===== src/hdl/sktt_pkg.sv =====
// Package of the subtitle karaoke tag tokenizer: result kinds, character codes,
// the result record and the command and status records between controller and datapath.
// Depends on nothing; every other file of the block but sktt_ram imports it.
package sktt_pkg;

    localparam int SKTT_TAG_DEPTH = 32;
    localparam int SKTT_TDATA_W   = 48;

    typedef enum logic [1:0] {
        KIND_TEXT   = 2'd0,
        KIND_KARA   = 2'd1,
        KIND_EFFECT = 2'd2,
        KIND_EOL    = 2'd3
    } t_kind;

    localparam logic [7:0] CH_NUL    = 8'h00;
    localparam logic [7:0] CH_LBRACE = 8'h7B;
    localparam logic [7:0] CH_RBRACE = 8'h7D;
    localparam logic [7:0] CH_BSLASH = 8'h5C;
    localparam logic [7:0] CH_K_LO   = 8'h6B;
    localparam logic [7:0] CH_K_UP   = 8'h4B;
    localparam logic [7:0] CH_O      = 8'h6F;
    localparam logic [7:0] CH_F      = 8'h66;
    localparam logic [7:0] CH_ZERO   = 8'h30;
    localparam logic [7:0] CH_NINE   = 8'h39;

    typedef struct packed {
        t_kind       kind;
        logic [7:0]  text_char;
        logic        token_start;
        logic [31:0] duration_ms;
        logic        last;
    } t_res;

    // Commands from the controller to the datapath for the current cycle.
    typedef struct packed {
        logic  use_held;    // work on the held character instead of the input
        logic  push;        // write one result into the output queue
        logic  push_ram;    // result character comes from the pending buffer
        t_kind push_kind;
        logic  push_last;
        logic  store;       // append the character to the pending buffer
        logic  store_first; // restart the buffer with this character
        logic  clr_tag;     // drop the pending bytes and the count
        logic  acc_zero;
        logic  acc_digit;
        logic  open_clr;
        logic  hold_ch;
        logic  rd_start;
        logic  rd_step;
    } t_cmd;

    // Status from the datapath to the controller.
    typedef struct packed {
        logic is_zero;
        logic is_lbrace;
        logic is_rbrace;
        logic is_bslash;
        logic is_k;
        logic is_of;
        logic full;
        logic rd_last;
        logic out_room;
    } t_sts;

endpackage


===== src/hdl/subtitle_karaoke_tag_tokenizer.sv =====
// Subtitle karaoke tag tokenizer, top level: controller plus datapath.
// Depends on sktt_pkg, sktt_ctrl, sktt_dp and sktt_ram.
//
// The block takes one byte of a subtitle event line per request on the slave
// stream and sorts the bytes into text characters, karaoke tags ({\k..}, {\K..},
// with an optional o or f) and other override tags; a zero byte ends the line.
// Ordinary text bytes and tag bytes are taken at one per cycle while the output
// queue has room. Bytes of an open tag wait in a pending buffer of TAG_DEPTH bytes
// held in a RAM with one read port. When a tag fails (the line ends inside it,
// a brace is not followed by a backslash, or the buffer is full) its n pending
// bytes are replayed as text at one byte per cycle, while the output queue has
// room, through that read port; then the byte that caused the replay is handled,
// and input is held off from the failure until that byte has been
// handled. Results leave through
// an output register with a skid entry behind it, so an input request is still
// taken while one result waits on the master stream; a longer stall on the
// master side holds the input. A karaoke tag reports its digits times 10 ms,
// saturating at 2^32-1. The pending buffer needs no clearing after reset.
module subtitle_karaoke_tag_tokenizer #(
    parameter int TAG_DEPTH = sktt_pkg::SKTT_TAG_DEPTH
) (
    input  logic        i_clk,
    input  logic        i_rst_n,
    // Slave stream, one request per byte of event text.
    input  logic        i_s_axis_tvalid,
    output logic        o_s_axis_tready,
    input  logic [7:0]  i_s_axis_tdata,   // [7:0] ch
    // Master stream, one request per result.
    output logic        o_m_axis_tvalid,
    input  logic        i_m_axis_tready,
    output logic [47:0] o_m_axis_tdata,   // [7:0] text_char, [8] token_start,
                                          // [40:9] duration_ms, [47:41] zero
    output logic [1:0]  o_m_axis_tuser,   // [1:0] kind
    output logic        o_m_axis_tlast    // last result caused by the input byte
);
    import sktt_pkg::*;

    t_cmd cmd;
    t_sts sts;
    t_res res;

    sktt_ctrl u_ctrl (
        .i_clk     (i_clk),
        .i_rst_n   (i_rst_n),
        .i_in_valid(i_s_axis_tvalid),
        .o_in_ready(o_s_axis_tready),
        .i_sts     (sts),
        .o_cmd     (cmd)
    );

    sktt_dp #(.TAG_DEPTH(TAG_DEPTH)) u_dp (
        .i_clk      (i_clk),
        .i_rst_n    (i_rst_n),
        .i_ch       (i_s_axis_tdata),
        .i_cmd      (cmd),
        .o_sts      (sts),
        .o_res      (res),
        .o_res_valid(o_m_axis_tvalid),
        .i_res_ready(i_m_axis_tready)
    );

    // Pack the result fields, lowest field first, padded to whole bytes.
    assign o_m_axis_tdata = {7'd0, res.duration_ms, res.token_start, res.text_char};
    assign o_m_axis_tuser = res.kind;
    assign o_m_axis_tlast = res.last;

endmodule


===== src/hdl/sktt_ram.sv =====
// Generic single-write, single-read RAM with a registered read port.
// Depends on nothing.
module sktt_ram #(
    parameter int WIDTH = 8,
    parameter int DEPTH = 32,
    localparam int AW = (DEPTH > 1) ? $clog2(DEPTH) : 1
) (
    input  logic             i_clk,
    input  logic             i_we,
    input  logic [AW-1:0]    i_waddr,
    input  logic [WIDTH-1:0] i_wdata,
    input  logic [AW-1:0]    i_raddr,
    output logic [WIDTH-1:0] o_rdata
);

    logic [WIDTH-1:0] r_mem [DEPTH];
    logic [WIDTH-1:0] r_rdata;

    always_ff @(posedge i_clk) begin
        if (i_we) begin
            r_mem[i_waddr] <= i_wdata;
        end
        r_rdata <= r_mem[i_raddr];
    end

    assign o_rdata = r_rdata;

endmodule


===== src/hdl/sktt_ctrl.sv =====
// Controller of the tokenizer: parse mode and the replay sequencer.
// Depends on sktt_pkg; drives the datapath through t_cmd and reads t_sts.
module sktt_ctrl (
    input  logic          i_clk,
    input  logic          i_rst_n,
    input  logic          i_in_valid,
    output logic          o_in_ready,
    input  sktt_pkg::t_sts i_sts,
    output sktt_pkg::t_cmd o_cmd
);
    import sktt_pkg::*;

    typedef enum logic [2:0] {
        M_TEXT, M_BRACE, M_BSLASH, M_KOPT, M_KDIG, M_EFFECT
    } t_mode;

    typedef enum logic [1:0] {
        P_RUN, P_REPLAY, P_TAIL
    } t_phase;

    t_mode  r_mode, n_mode;
    t_phase r_phase, n_phase;
    t_cmd   cmd;
    logic   accept;
    logic   body;
    logic   kara;

    assign o_in_ready = (r_phase == P_RUN) && i_sts.out_room;
    assign accept     = i_in_valid && o_in_ready;

    always_comb begin
        cmd       = '0;
        cmd.push_kind = KIND_TEXT;
        cmd.use_held  = (r_phase != P_RUN);
        n_mode    = r_mode;
        n_phase   = r_phase;
        body      = 1'b0;
        kara      = 1'b0;
        case (r_phase)
            P_RUN: begin
                if (accept) begin
                    case (r_mode)
                        M_BRACE: begin
                            if (i_sts.is_bslash) begin
                                cmd.store = 1'b1;
                                n_mode    = M_BSLASH;
                            end else begin
                                cmd.hold_ch  = 1'b1;
                                cmd.rd_start = 1'b1;
                                n_phase      = P_REPLAY;
                            end
                        end
                        M_BSLASH: begin
                            if (i_sts.is_zero) begin
                                cmd.hold_ch  = 1'b1;
                                cmd.rd_start = 1'b1;
                                n_phase      = P_REPLAY;
                            end else if (i_sts.is_k) begin
                                cmd.acc_zero = 1'b1;
                                cmd.store    = 1'b1;
                                n_mode       = M_KOPT;
                            end else if (i_sts.is_rbrace) begin
                                cmd.push      = 1'b1;
                                cmd.push_kind = KIND_EFFECT;
                                cmd.push_last = 1'b1;
                                cmd.clr_tag   = 1'b1;
                                cmd.open_clr  = 1'b1;
                                n_mode        = M_TEXT;
                            end else begin
                                cmd.store = 1'b1;
                                n_mode    = M_EFFECT;
                            end
                        end
                        M_KOPT: begin
                            n_mode = M_KDIG;
                            if (i_sts.is_of) begin
                                cmd.store = 1'b1;
                            end else begin
                                body = 1'b1;
                                kara = 1'b1;
                            end
                        end
                        M_KDIG: begin
                            body = 1'b1;
                            kara = 1'b1;
                        end
                        M_EFFECT: begin
                            body = 1'b1;
                        end
                        default: begin
                            n_mode = M_TEXT;
                            if (i_sts.is_zero) begin
                                cmd.push      = 1'b1;
                                cmd.push_kind = KIND_EOL;
                                cmd.push_last = 1'b1;
                                cmd.clr_tag   = 1'b1;
                                cmd.open_clr  = 1'b1;
                            end else if (i_sts.is_lbrace) begin
                                cmd.store_first = 1'b1;
                                n_mode          = M_BRACE;
                            end else begin
                                cmd.push      = 1'b1;
                                cmd.push_last = 1'b1;
                            end
                        end
                    endcase
                    // Shared handling of a byte inside the body of a tag.
                    if (body) begin
                        if (i_sts.is_zero || (!i_sts.is_rbrace && i_sts.full)) begin
                            cmd.hold_ch  = 1'b1;
                            cmd.rd_start = 1'b1;
                            n_phase      = P_REPLAY;
                        end else if (i_sts.is_rbrace) begin
                            cmd.push      = 1'b1;
                            cmd.push_kind = kara ? KIND_KARA : KIND_EFFECT;
                            cmd.push_last = 1'b1;
                            cmd.clr_tag   = 1'b1;
                            cmd.open_clr  = 1'b1;
                            n_mode        = M_TEXT;
                        end else begin
                            cmd.acc_digit = kara;
                            cmd.store     = 1'b1;
                        end
                    end
                end
            end
            P_REPLAY: begin
                if (i_sts.out_room) begin
                    cmd.push      = 1'b1;
                    cmd.push_ram  = 1'b1;
                    cmd.rd_step   = 1'b1;
                    // The held brace produces no result, so the last replayed byte closes.
                    cmd.push_last = i_sts.is_lbrace && i_sts.rd_last;
                    if (i_sts.rd_last) begin
                        cmd.clr_tag = 1'b1;
                        n_mode      = M_TEXT;
                        n_phase     = P_TAIL;
                    end
                end
            end
            P_TAIL: begin
                if (i_sts.is_lbrace) begin
                    cmd.store_first = 1'b1;
                    n_mode          = M_BRACE;
                    n_phase         = P_RUN;
                end else if (i_sts.out_room) begin
                    cmd.push      = 1'b1;
                    cmd.push_last = 1'b1;
                    n_phase       = P_RUN;
                    if (i_sts.is_zero) begin
                        cmd.push_kind = KIND_EOL;
                        cmd.clr_tag   = 1'b1;
                        cmd.open_clr  = 1'b1;
                    end
                end
            end
            default: begin
                n_phase = P_RUN;
            end
        endcase
    end

    always_ff @(posedge i_clk) begin
        if (!i_rst_n) begin
            r_mode  <= M_TEXT;
            r_phase <= P_RUN;
        end else begin
            r_mode  <= n_mode;
            r_phase <= n_phase;
        end
    end

    assign o_cmd = cmd;

endmodule


===== src/hdl/sktt_dp.sv =====
// Datapath of the tokenizer: duration accumulator, pending buffer with its count
// and read index, token state and a two-entry output queue. Depends on sktt_pkg, sktt_ram.
module sktt_dp #(
    parameter int TAG_DEPTH = sktt_pkg::SKTT_TAG_DEPTH
) (
    input  logic           i_clk,
    input  logic           i_rst_n,
    input  logic [7:0]     i_ch,
    input  sktt_pkg::t_cmd i_cmd,
    output sktt_pkg::t_sts o_sts,
    output sktt_pkg::t_res o_res,
    output logic           o_res_valid,
    input  logic           i_res_ready
);
    import sktt_pkg::*;

    localparam int CW = $clog2(TAG_DEPTH + 1);
    localparam int AW = (TAG_DEPTH > 1) ? $clog2(TAG_DEPTH) : 1;

    logic [31:0]   r_acc;
    logic [CW-1:0] r_cnt;
    logic [CW-1:0] r_idx, n_idx;
    logic          r_open;
    logic [7:0]    r_ch;
    t_res          r_hd, r_sk, res;
    logic          r_hd_valid, r_sk_valid;

    logic [7:0]    cur;
    logic          is_digit;
    logic [3:0]    dig;
    logic [35:0]   mac;
    logic [31:0]   sat;
    logic [7:0]    q;
    logic [7:0]    pch;
    logic          we;
    logic [AW-1:0] waddr, raddr;
    logic          pop;

    assign cur      = i_cmd.use_held ? r_ch : i_ch;
    assign is_digit = (cur >= CH_ZERO) && (cur <= CH_NINE);
    assign dig      = is_digit ? 4'(cur - CH_ZERO) : 4'd0;

    // acc * 10 + digit, saturated to 32 bits.
    assign mac = ({4'd0, r_acc} << 3) + ({4'd0, r_acc} << 1) + {32'd0, dig};
    assign sat = (|mac[35:32]) ? 32'hFFFF_FFFF : mac[31:0];

    assign we    = i_cmd.store || i_cmd.store_first;
    assign waddr = i_cmd.store_first ? '0 : r_cnt[AW-1:0];

    always_comb begin
        n_idx = r_idx;
        if (i_cmd.rd_start) begin
            n_idx = '0;
        end else if (i_cmd.rd_step) begin
            n_idx = r_idx + CW'(1);
        end
    end

    // The RAM is read at the next index, so its output shows the current one while that lies inside the buffer.
    assign raddr = (n_idx < CW'(TAG_DEPTH)) ? n_idx[AW-1:0] : '0;

    sktt_ram #(.WIDTH(8), .DEPTH(TAG_DEPTH)) u_pending (
        .i_clk  (i_clk),
        .i_we   (we),
        .i_waddr(waddr),
        .i_wdata(cur),
        .i_raddr(raddr),
        .o_rdata(q)
    );

    assign pch = i_cmd.push_ram ? q : cur;

    always_comb begin
        res.kind        = i_cmd.push_kind;
        res.last        = i_cmd.push_last;
        res.text_char   = (i_cmd.push_kind == KIND_TEXT) ? pch : 8'd0;
        res.token_start = (i_cmd.push_kind == KIND_TEXT) && ((pch == CH_LBRACE) || !r_open);
        res.duration_ms = (i_cmd.push_kind == KIND_KARA) ? sat : 32'd0;
    end

    assign pop = r_hd_valid && i_res_ready;

    always_ff @(posedge i_clk) begin
        if (!i_rst_n) begin
            r_acc      <= '0;
            r_cnt      <= '0;
            r_idx      <= '0;
            r_open     <= 1'b0;
            r_hd_valid <= 1'b0;
            r_sk_valid <= 1'b0;
        end else begin
            r_idx <= n_idx;

            if (i_cmd.clr_tag || i_cmd.acc_zero) begin
                r_acc <= '0;
            end else if (i_cmd.acc_digit && is_digit) begin
                r_acc <= sat;
            end

            if (i_cmd.store_first) begin
                r_cnt <= CW'(1);
            end else if (i_cmd.clr_tag) begin
                r_cnt <= '0;
            end else if (i_cmd.store) begin
                r_cnt <= r_cnt + CW'(1);
            end

            if (i_cmd.open_clr) begin
                r_open <= 1'b0;
            end else if (i_cmd.push && (i_cmd.push_kind == KIND_TEXT)) begin
                r_open <= 1'b1;
            end

            // A push is only commanded while the skid entry is empty.
            if (pop) begin
                if (r_sk_valid) begin
                    r_hd       <= r_sk;
                    r_sk_valid <= 1'b0;
                end else begin
                    r_hd_valid <= i_cmd.push;
                    r_hd       <= res;
                end
            end else if (i_cmd.push) begin
                if (!r_hd_valid) begin
                    r_hd_valid <= 1'b1;
                    r_hd       <= res;
                end else begin
                    r_sk_valid <= 1'b1;
                    r_sk       <= res;
                end
            end
        end
        if (i_cmd.hold_ch) begin
            r_ch <= i_ch;
        end
    end

    always_comb begin
        o_sts.is_zero   = (cur == CH_NUL);
        o_sts.is_lbrace = (cur == CH_LBRACE);
        o_sts.is_rbrace = (cur == CH_RBRACE);
        o_sts.is_bslash = (cur == CH_BSLASH);
        o_sts.is_k      = (cur == CH_K_LO) || (cur == CH_K_UP);
        o_sts.is_of     = (cur == CH_O) || (cur == CH_F);
        o_sts.full      = (r_cnt >= CW'(TAG_DEPTH));
        o_sts.rd_last   = (r_idx == (r_cnt - CW'(1)));
        o_sts.out_room  = !r_sk_valid;
    end

    assign o_res       = r_hd;
    assign o_res_valid = r_hd_valid;

endmodule


===== config.mk =====
export PLATFORM = sky130hd
export DESIGN_NAME = subtitle_karaoke_tag_tokenizer
export DESIGN_NICKNAME = d
export VERILOG_FILES = /design/src/hdl/sktt_pkg.sv /design/src/hdl/subtitle_karaoke_tag_tokenizer.sv /design/src/hdl/sktt_ram.sv /design/src/hdl/sktt_ctrl.sv /design/src/hdl/sktt_dp.sv
export SDC_FILE = /design/constraint.sdc
export NUM_CORES = 1
export LEC_CHECK = 0
export BUFFER_PORTS_ARGS = -buffer_cell sky130_fd_sc_hd__buf_2
export CAP_MARGIN = 25
export CORE_MARGIN = 1
export CORE_UTILIZATION = 39
export DETAILED_ROUTE_END_ITERATION = 10
export RECOVER_POWER = 100
export SYNTH_ARGS = -nofsm -noshare
export SYNTH_HDL_FRONTEND = slang
export SYNTH_SLANG_ARGS = --single-unit

===== constraint.sdc =====
create_clock -name i_clk -period 13.3 [get_ports i_clk]
set_input_delay 2.66 -clock i_clk [delete_from_list [all_inputs] [get_ports i_clk]]
set_output_delay 2.66 -clock i_clk [all_outputs]
set_load 0.02 [all_outputs]

== Word-level counts from Yosys, hierarchy flattened ==
Memory sizes are Yosys's and may differ from the RTL's. A register that Yosys moved wholly into a read port is not among the register bits.
Index checks and enable logic that the tools add are counted.
W data, S select, Z words.
Operators by class
  add/sub/neg operators: 6
  magnitude comparators: 4
  equality and inequality tests: 24
  mux-type cells: 121
  bitwise logic cells: 2
  reductions and logical operators: 39
Operators with widths (number)
  $mux W44: 4
  $eq A8 B7 Y1 const B: 8
  $mux W32: 2
  $mux W3: 17
  $mux W1: 49
  $add A35 B33 Y36: 1
  $add A36 B4 Y36: 1
  $mux W2: 18
  $mux W8: 3
  $mux W4: 5
  $pmux W1 S2: 7
  $add A6 B1 Y6 const B: 2
  $mux W6: 2
  $pmux W1 S3: 4
  $pmux W2 S2: 3
  $pmux W3 S4: 1
  $mux W11: 1
  $mux W5: 2
  $logic_and A1 B1 Y1: 9
  $pmux W3 S3: 1
  $ge A8 B6 Y1 const B: 1
  $le A8 B6 Y1 const B: 1
  $logic_not A8 Y1: 1
  $reduce_and A4 Y1: 2
  28 further kinds: 51
Storage, ports and cells
  bits in registers: 148
  bits in writable memories: 256
  output and inout port bits: 53
  logic and storage cells: 217
  memories kept: 1
Memory list
  u_dp.u_pending.r_mem: words 32, bits a word 8, read ports 1, clocked after memory_dff 1, wr ports 1, RTL line sktt_ram.sv:16  | logic [WIDTH-1:0] r_mem [DEPTH];

== Depth between registers and ports, before layout ==
Gate-level depths: netlist of the first run.
  word-level depth: 19
  gate-level depth with buffers: 24

== Hierarchy ==
Synthesis of the first run repeated with hierarchy kept, for this count alone.
Second synthesis, totals
  cells, all modules: 1382
  area, all modules: 19218.4 µm²
Modules (own cells, without submodules)
  sktt_ram: instances 1, cells an instance 417, area each 10053.4 µm²
  sktt_dp: instances 1, cells an instance 850, area each 8308.0 µm²
  sktt_ctrl: instances 1, cells an instance 107, area each 800.8 µm²
  subtitle_karaoke_tag_tokenizer: instances 1, cells an instance 8, area each 56.3 µm²

== Worst setup path after synthesis of the first run ==
OpenSTA, ideal clock, no wires.
  path kind: in2reg
  start: input port i_s_axis_tdata[7]
  end: register u_dp.r_hd, in the netlist u_dp.o_res[0] (enable)
  setup time: 513 ps
  arrival: 7390 ps
  path slack: 5396 ps
  stages: 7
  buffers on the path: 0
  cell sequence: nand4b_1 a222oi_1 and3_1 a21oi_1 a21oi_1 nand2b_1 a21boi_0
Between the ends
  word-level cells in the longest chain between the ends: 13
  elaborated cells between the ends (all ways): 31
  classes of those cells: 6 x eq/ne; 17 x mux; 8 x reduce/logical
Ends and longest elaborated chain
  from (decl): RTL line subtitle_karaoke_tag_tokenizer.sv:27  | input logic [7:0] i_s_axis_tdata,
  $mux W8 *: RTL line sktt_dp.sv:39  | assign cur = i_cmd.use_held ? r_ch : i_ch;
  $eq A8 B7 Y1 (on tied branches): RTL line sktt_dp.sv:141, sktt_dp.sv:143
  $mux W1 / $logic_or A1 B1 Y1 (equally long branches): RTL line sktt_ctrl.sv:62, sktt_dp.sv:143
  $mux W1: RTL line sktt_ctrl.sv:58  | end else if (i_sts.is_k) begin
  $mux W1: RTL line sktt_ctrl.sv:54  | if (i_sts.is_zero) begin
  $pmux W1 S2: RTL line sktt_ctrl.sv:42  | case (r_mode)
  $mux W1: RTL line sktt_ctrl.sv:113  | end else if (i_sts.is_rbrace) begin
  $mux W1: RTL line sktt_ctrl.sv:109  | if (i_sts.is_zero || (!i_sts.is_rbrace && i_sts.full)) begin
  $mux W1: RTL line sktt_ctrl.sv:108  | if (body) begin
  $mux W1: RTL line sktt_ctrl.sv:41  | if (accept) begin
  $pmux W1 S3 *: RTL line sktt_ctrl.sv:39  | case (r_phase)
  $reduce_bool A2 Y1 (no line) *
  $reduce_and A3 Y1 (no line) *
  to (signal assigned): RTL line sktt_dp.sv:117  | r_hd <= r_sk;
  to (signal assigned): RTL line sktt_dp.sv:121  | r_hd <= res;
  to (signal assigned): RTL line sktt_dp.sv:126  | r_hd <= res;
  to (decl): RTL line sktt_dp.sv:25  | t_res r_hd, r_sk, res;
Mark *: on every way between the ends. The rest lies on a longest branch, timed or not. The select of a mux whose other input is x is not followed.
A chain may end at the register's enable or synchronous reset.

==> results of run 1 <==
-- registers in the layout, indices dropped and copies added (netlist names) --
name	flops
u_ctrl.r_mode	3
u_ctrl.r_phase	2
u_dp.o_res	44
u_dp.o_res_valid	1
u_dp.r_acc	32
u_dp.r_ch	8
u_dp.r_cnt	6
u_dp.r_idx	6
u_dp.r_open	1
u_dp.r_sk	44
u_dp.r_sk_valid	1
u_dp.u_pending.o_rdata	8
u_dp.u_pending.r_mem	256
-- stage by stage --
| stage | cells | utilization, % | hold WS, ns | power [uW] |
|---|---|---|---|---|
| floorplan | 1660 | - | 0.472 | 2100 |
| global placement | 2309 | 41.6 | 0.508 | 2350 |
| detailed placement | 2312 | 41.8 | 0.505 | 2370 |
| CTS | 2389 | 44.5 | 0.520 | 3530 |
| global route | 2392 | 44.2 | 0.530 | 3620 |
| finish | 2393 | 44.2 | 0.518 | 3480 |
-- final timing paths --
path / from / to / slack (ns) / depth (start not counted)
worst max-delay path: i_s_axis_tdata[3] / u_dp.r_sk[4]$_DFFE_PP_ / 4.42 / 19
worst min-delay path: u_dp.r_sk[43]$_DFFE_PP_ / u_dp.o_res[43]$_DFFE_PP_ / 0.52 / 1
worst max register to register: u_ctrl.r_phase[1]$_SDFFE_PN0P_ / u_dp.r_sk[4]$_DFFE_PP_ / 4.83 / 21
worst min register to register: u_dp.r_sk[43]$_DFFE_PP_ / u_dp.o_res[43]$_DFFE_PP_ / 0.52 / 1
-- per-layer routing --
layer | wire (microns) | GRT usage, % | part of all wire [%]
met5 | 17 | 0 | 0.035
met1 | 20700 | 24.4 | 43
met2 | 23600 | 32.4 | 49
met3 | 2560 | 3.16 | 5.3
met4 | 1460 | 7.40 | 3.0
-- layout make-up --
class                           instances  area, sq um  share of cell area (%)
Antenna cell                            1         2.50                  0.0115
Clock buffer                           61         1200                    5.52
Clock inverter                         16          148                   0.681
Inverter                               27          101                   0.468
Multi-Input combinational cell       1128         7230                    33.4
Sequential cell                       412        11800                    54.3
Tap cell                              664          831                    3.83
Timing Repair Buffer                   84          397                    1.83
-- synth_stat cells, types with 12 or more instances --
cell type and instances:
a21oi_1 75, a21o_1 40, nor3_1 36, and3_1 21, o22ai_1 22, a31oi_1 90
inv_1 27, o21ai_0 86, buf_2 22, nand2b_1 13, edfxtp_1 352, dfxtp_1 60
clkbuf_1 58, mux2_2 26, nand2_1 206, nand4_1 17, xnor2_1 25, xor2_1 24
nor2_1 119, nand3_1 46, ha_1 71, a211oi_1 12, and2_1 13, o211ai_1 12
-- placed cells by master, fill, tap and decap left out, drive strengths merged, types with 13 or more instances in the layout --
master    n
and3     21
xnor2    26
xor2     24
nor3     36
a21o     41
mux2     32
nand2   206
clkbuf  128
nand4    17
o22ai    22
dfxtp    60
nor2    119
buf      17
inv      28
ha       71
and2     13
nand3    47
edfxtp  352
a21oi    77
nand2b   13
o21ai    91
a211oi   13
a31oi    90
-- worst max-delay path: cells and delay by family --
| family | cells | cell delay (ns) |
|---|---|---|
| AOI/OAI and AO/OA | 8 | 2.02 |
| xor gates and xnor gates | 1 | 0.17 |
| adders and majority gates | 2 | 0.76 |
| buffers and inverters | 4 | 1.32 |
| muxes | 1 | 0.39 |
| and+or+nand+nor | 3 | 1.82 |
-- where the power goes --
group / internal [uW] / switching (uW)
sequential: 1560 / 39.7
combinational: 195 / 525
clock: 651 / 505
total: 2410 / 1070
-- logic make-up after synthesis --
| family | Yosys count | share of synthesized area (%) |
|---|---|---|
| compound gates | 431 | 14.7 |
| xor+xnor | 50 | 2.29 |
| fa+ha+maj | 73 | 4.77 |
| buf+inv | 120 | 2.71 |
| flops | 412 | 60.5 |
| mux | 43 | 2.42 |
| other cells | 1 | 0.0193 |
| simple gates | 524 | 12.6 |
==> impl_metrics.yaml, run 1 <==
finish:
  drive_above_1_share_pct: 7.18
  nets: 1782
  fillerInstances: 4599
  area_growth_pct: 11.4
  fin_area_sq_mm: 0.0217
pwr:
  p_leak_uw: 0.00782
  vdd_ir_drop_max_v: 0.000120
  power_density_mw_per_mm2: 160
sta:
  drv_slew: 167
  max_freq_mhz: 113
  slew_headroom_pct: -75.5
  worst_pin_slew_ns: 2.63
  setup-tns-final_ns: 0
  finClkSkew_ns: 0.0250
  finalSetupViolCount: 0
  grt_setup_unrepaired: "false"
  fin_ws_ns: 4.42
  period_minus_slack_ns: 8.88
  final_hold_viol_count: 0
  fin_crit_sh_pct: 66.8
placed_design:
  hpwl_microns: 32100
  preCtsSetupSlack_ns: 4.78
  gp_congestion: 0.913
  place_area_sq_mm: 0.0205
  port_buffers: 57
synthesis:
  ys_dominant_reg_cell: "edfxtp_1"
  yosysTopAreaCell: "edfxtp_1"
  yosys-top-cells-area: "edfxtp_1 54%, dfxtp_1 6.2%, ha_1 4.6%"
  avgSynthCellArea_sq_um: 11.8
  synth.distinct_cells: 87
  ys_async_sr_fraction_pct: 0
  ys_warn_count: 0
  ys_seq_elements: 412
  synth_edf_count: 352
  synthCells: 1654
  netlist_area_sq_mm: 0.0195
  netlist.area_leader.share_pct: 54.3
  ys_seq_area_share_pct: 60.5
route:
  firstDrtPassIters: 5
  initialDrtViolationCount: 904
  dr_total_vias: 13400
  wire_per_inst_microns: 20.2
  drt_wl_total_microns: 48400
  ant_nets: 0
  drcViolationCount: 0
  viasPerCell: 5.60
worst_setup_path:
  worst_setup_path_end_kind: "register"
  crit_chain: "clkbuf_1 > mux2i_1 > inv_1 > a221o_1 > nor2_1 > fa_1 > ha_1 > a21o_1 > a21oi_1 > o21ai_0 > a31oi_1 > nand3_1 > a2bb2oi_1 > o21ai_0 > xor2_1 > clkbuf_1 > nor4b_1 > clkbuf_1 > a21oi_1"
  slowest_delay_ns: 1.53
  crit_slowest_cell: "nor4b_1"
  critPathArrivalTime_ns: 9.17
  crit_top_cell: "clkbuf_1"
  start_kind: "primary input"
  crit_type: "in -> reg"
  worst-path-max-fanout: 16
  worst_ep_required_time_ns: 13.59
floorplan:
  ios: 65
  rows: 81
  start_util_pct: 39.7
  die_w_microns: 225
  core_sq_mm: 0.0491
  dieArea_sq_mm: 0.0508
  dieHeight_microns: 225
clock_tree:
  cts.sinks: 412
  hold_buffers: 0
  clockBufferDepth: 3
  cts_made_buffers: 44
  cts_tree: "yes"
  clkTransAtPathRegs_ns: 0.06
  htree_levels: 2
  clock_latency_ns: 0.59
  cts.root.buffer_cell: "clkbuf_16"
  cts_setup_buffers: 0
  cts-resized-gates: 0
run:
  cap_violations: 5
global_route:
  grt-ovfl-total: 0
  grt_max_degree: 65
  grt_pass1_vias: 13000
  antenna_found_initial: 2
  grt_usage_pct: 19.1
  grt_pass1_wl_microns: 74700
run_status:
  status: "complete, but fails checks"
  violations: "capacitance limit, slew limit"
worst_hold_path:
  hp-class: "reg -> reg"
(Power assumes the default switching activity.)
==> run 2: changes to the inputs <==
ABC_AREA = 1   (was not set)
clock period = 9.3 ns   (was 13.3 ns; I/O delays follow)
==> impl_metrics.yaml, run 2 <==
run_status:
  status: "complete, but fails checks"
  violations: "capacitance limit, slew limit"
synthesis:
  synth_edf_count: 352
  ys_seq_area_share_pct: 55.5
  synth_compound_area_share_pct: 5.86
  synth.distinct_cells: 52
  yosys-top-cells-area: "edfxtp_1 50%, nand2_1 6.9%, inv_1 6.3%"
  synthCells: 2253
  synth_xor_area_share_pct: 1.85
  ys_warn_count: 0
  yosysTopAreaCell: "edfxtp_1"
  synthSimpleGateAreaFrac_pct: 22.2
  synth_common_cells: "390 x nand2_1, 353 x inv_1, 352 x edfxtp_1"
  netlist_area_sq_mm: 0.0212
  avgSynthCellArea_sq_um: 9.41
  ys_async_sr_fraction_pct: 0
  synth_top_family_by_area: "simple AND/OR/NAND/NOR gates"
  netlist.area_leader.share_pct: 49.9
  yosysMostFrequentCell: "nand2_1"
  synthAdderAreaFrac_pct: 4.38
  synth_mux_area_share_pct: 0.419
  ys_seq_elements: 412
  ys_dominant_reg_cell: "edfxtp_1"
worst_setup_path:
  crit_type: "reg -> reg"
  worst_ep_required_time_ns: 9.60
  critPathArrivalTime_ns: 7.98
  start_kind: "register"
  slowest_delay_ns: 0.83
  worst-path-max-fanout: 35
  worst_setup_path_end_kind: "register"
  crit_slowest_cell: "nand2_1"
pwr:
  pwr-share-seq_pct: 42.5
  power_density_mw_per_mm2: 241
  vdd_ir_drop_max_v: 0.000140
  p_sw_uw: 1910
  swShare_pct: 34.1
  combPwrFrac_pct: 26.4
  p_leak_uw: 0.00980
  p_int_uw: 3690
  clockPowerShare_pct: 31.1
sta:
  fin_crit_sh_pct: 82.6
  grt_setup_unrepaired: "false"
  final_hold_viol_count: 0
  max_freq_mhz: 130
  finalSetupViolCount: 0
  worst_pin_slew_ns: 2.82
  drv_slew: 180
  finClkSkew_ns: 0.0393
  slew_headroom_pct: -88.3
  setup-tns-final_ns: 0
  fin_ws_ns: 1.62
  period_minus_slack_ns: 7.68
floorplan:
  core_sq_mm: 0.0537
  rows: 85
  start_util_pct: 39.5
  ios: 65
  dieHeight_microns: 235
  dieArea_sq_mm: 0.0553
  die_w_microns: 235
route:
  drt_wl_total_microns: 54900
  wire_per_inst_microns: 18.3
  ant_nets: 0
  dr_total_vias: 15900
  firstDrtPassIters: 8
  viasPerCell: 5.32
  drcViolationCount: 0
  initialDrtViolationCount: 1272
clock_tree:
  cts-resized-gates: 0
  clock_latency_ns: 0.60
  htree_levels: 2
  clockBufferDepth: 3
  cts_made_buffers: 44
  cts.root.buffer_cell: "clkbuf_16"
  cts_tree: "yes"
  cts.sinks: 412
  cts_setup_buffers: 0
  hold_buffers: 0
  clkTransAtPathRegs_ns: 0.06
finish:
  max_flop_register: "u_dp.u_pending.r_mem"
  final_cell_mix: "401 x nand2_1, 358 x inv_1, 352 x edfxtp_1"
  n_antenna_cell: 0
  area_growth_pct: 9.58
  final_common_cell: "nand2_1"
  nets: 2354
  largest_reg_flops: 256
  fillerInstances: 5196
  drive_above_1_share_pct: 5.65
global_route:
  grt_pass1_wl_microns: 86800
  grt-ovfl-total: 0
  grt_usage_pct: 19.7
  grt_pass1_vias: 15700
  grt_max_degree: 94
  antenna_found_initial: 2
worst_hold_path:
  hp-class: "reg -> reg"
placed_design:
  gp_congestion: 0.906
  port_buffers: 57
  hpwl_microns: 34500
  preCtsSetupSlack_ns: 1.86
run:
  cap_violations: 5
## run 2: cell count changes in the layout (fill, tap and decap cells not counted), moves of 36 or more
cell	change
a31oi_1	-87
a21o_1	-36
nand4_1	+120
nor2_1	+36
nand3_1	+199
nand2_1	+195
inv_1	+331
## run 2: critical path, delay by kind of cell (launching register included)
kind	cells	cell delay, ns
compound gates	5	0.80
fa+ha+maj	4	1.41
buf+inv	7	1.74
flops	1	0.34
simple gates	13	3.10
## run 2: area by class of cell
cell class              instances  area (sq um)  share of cell area, %
well taps                     696           871                   3.75
clock buffers                  64          1240                   5.32
clock inverters                14           179                  0.770
multi-input cells            1362          7380                   31.8
flip-flops and latches        412         11800                   50.7
inverters                     371          1400                   6.01
repair buffers                 78           395                   1.70
## run 2: worst paths after layout
path                             startpoint                        endpoint  slack, ns  depth (start not counted)
max          u_ctrl.r_phase[1]$_SDFFE_PN0P_         u_dp.o_res[4]$_DFFE_PP_       1.62                         29
min          u_ctrl.r_phase[1]$_SDFFE_PN0P_  u_ctrl.r_phase[1]$_SDFFE_PN0P_       0.51                          2
max reg2reg  u_ctrl.r_phase[1]$_SDFFE_PN0P_         u_dp.o_res[4]$_DFFE_PP_       1.62                         29
min reg2reg  u_ctrl.r_phase[1]$_SDFFE_PN0P_  u_ctrl.r_phase[1]$_SDFFE_PN0P_       0.51                          2
## run 2: per-stage QoR
| step | total power, uW | hold slack, ns | util, % | instance area (sq um) | instances |
|---|---|---|---|---|---|
| final | 5600 | 0.514 | 43.2 | 23200 | 2997 |
| after global routing | 5860 | 0.552 | 43.2 | 23200 | 2997 |
| after CTS | 5650 | 0.510 | 43.5 | 23400 | 2995 |
| after detailed placement | 3910 | 0.501 | 40.9 | 21900 | 2917 |
| after global placement | 3880 | 0.490 | 40.8 | 21900 | 2915 |
| after floorplan | 3450 | 0.472 | - | 21200 | 2259 |
## run 2: kinds of logic after synthesis
group / Yosys count
AOI/OAI and AO/OA: 216
xor gates and xnor gates: 44
adders and majority gates: 73
buffers and inverters: 485
DFF: 412
muxes: 8
other: 1
and+or+nand+nor: 1014
## run 2: per-layer routing
| layer | wire (microns) | track usage [%] | share of wire, % |
|---|---|---|---|
| met1 | 24100 | 26.2 | 44 |
| met2 | 26100 | 32.5 | 47 |
| met3 | 3390 | 3.52 | 6.2 |
| met4 | 1270 | 6.38 | 2.3 |
| met5 | 23 | 0 | 0.042 |
## run 2: power groups by stage
stage / clock [uW] / sequential, uW / combinational (uW)
finish: 1740 / 2380 / 1480
CTS: 1770 / 2370 / 1510
global route: 1840 / 2400 / 1630
global placement: 0 / 2400 / 1480
floorplan: 0 / 2470 / 973
detailed placement: 0 / 2400 / 1500
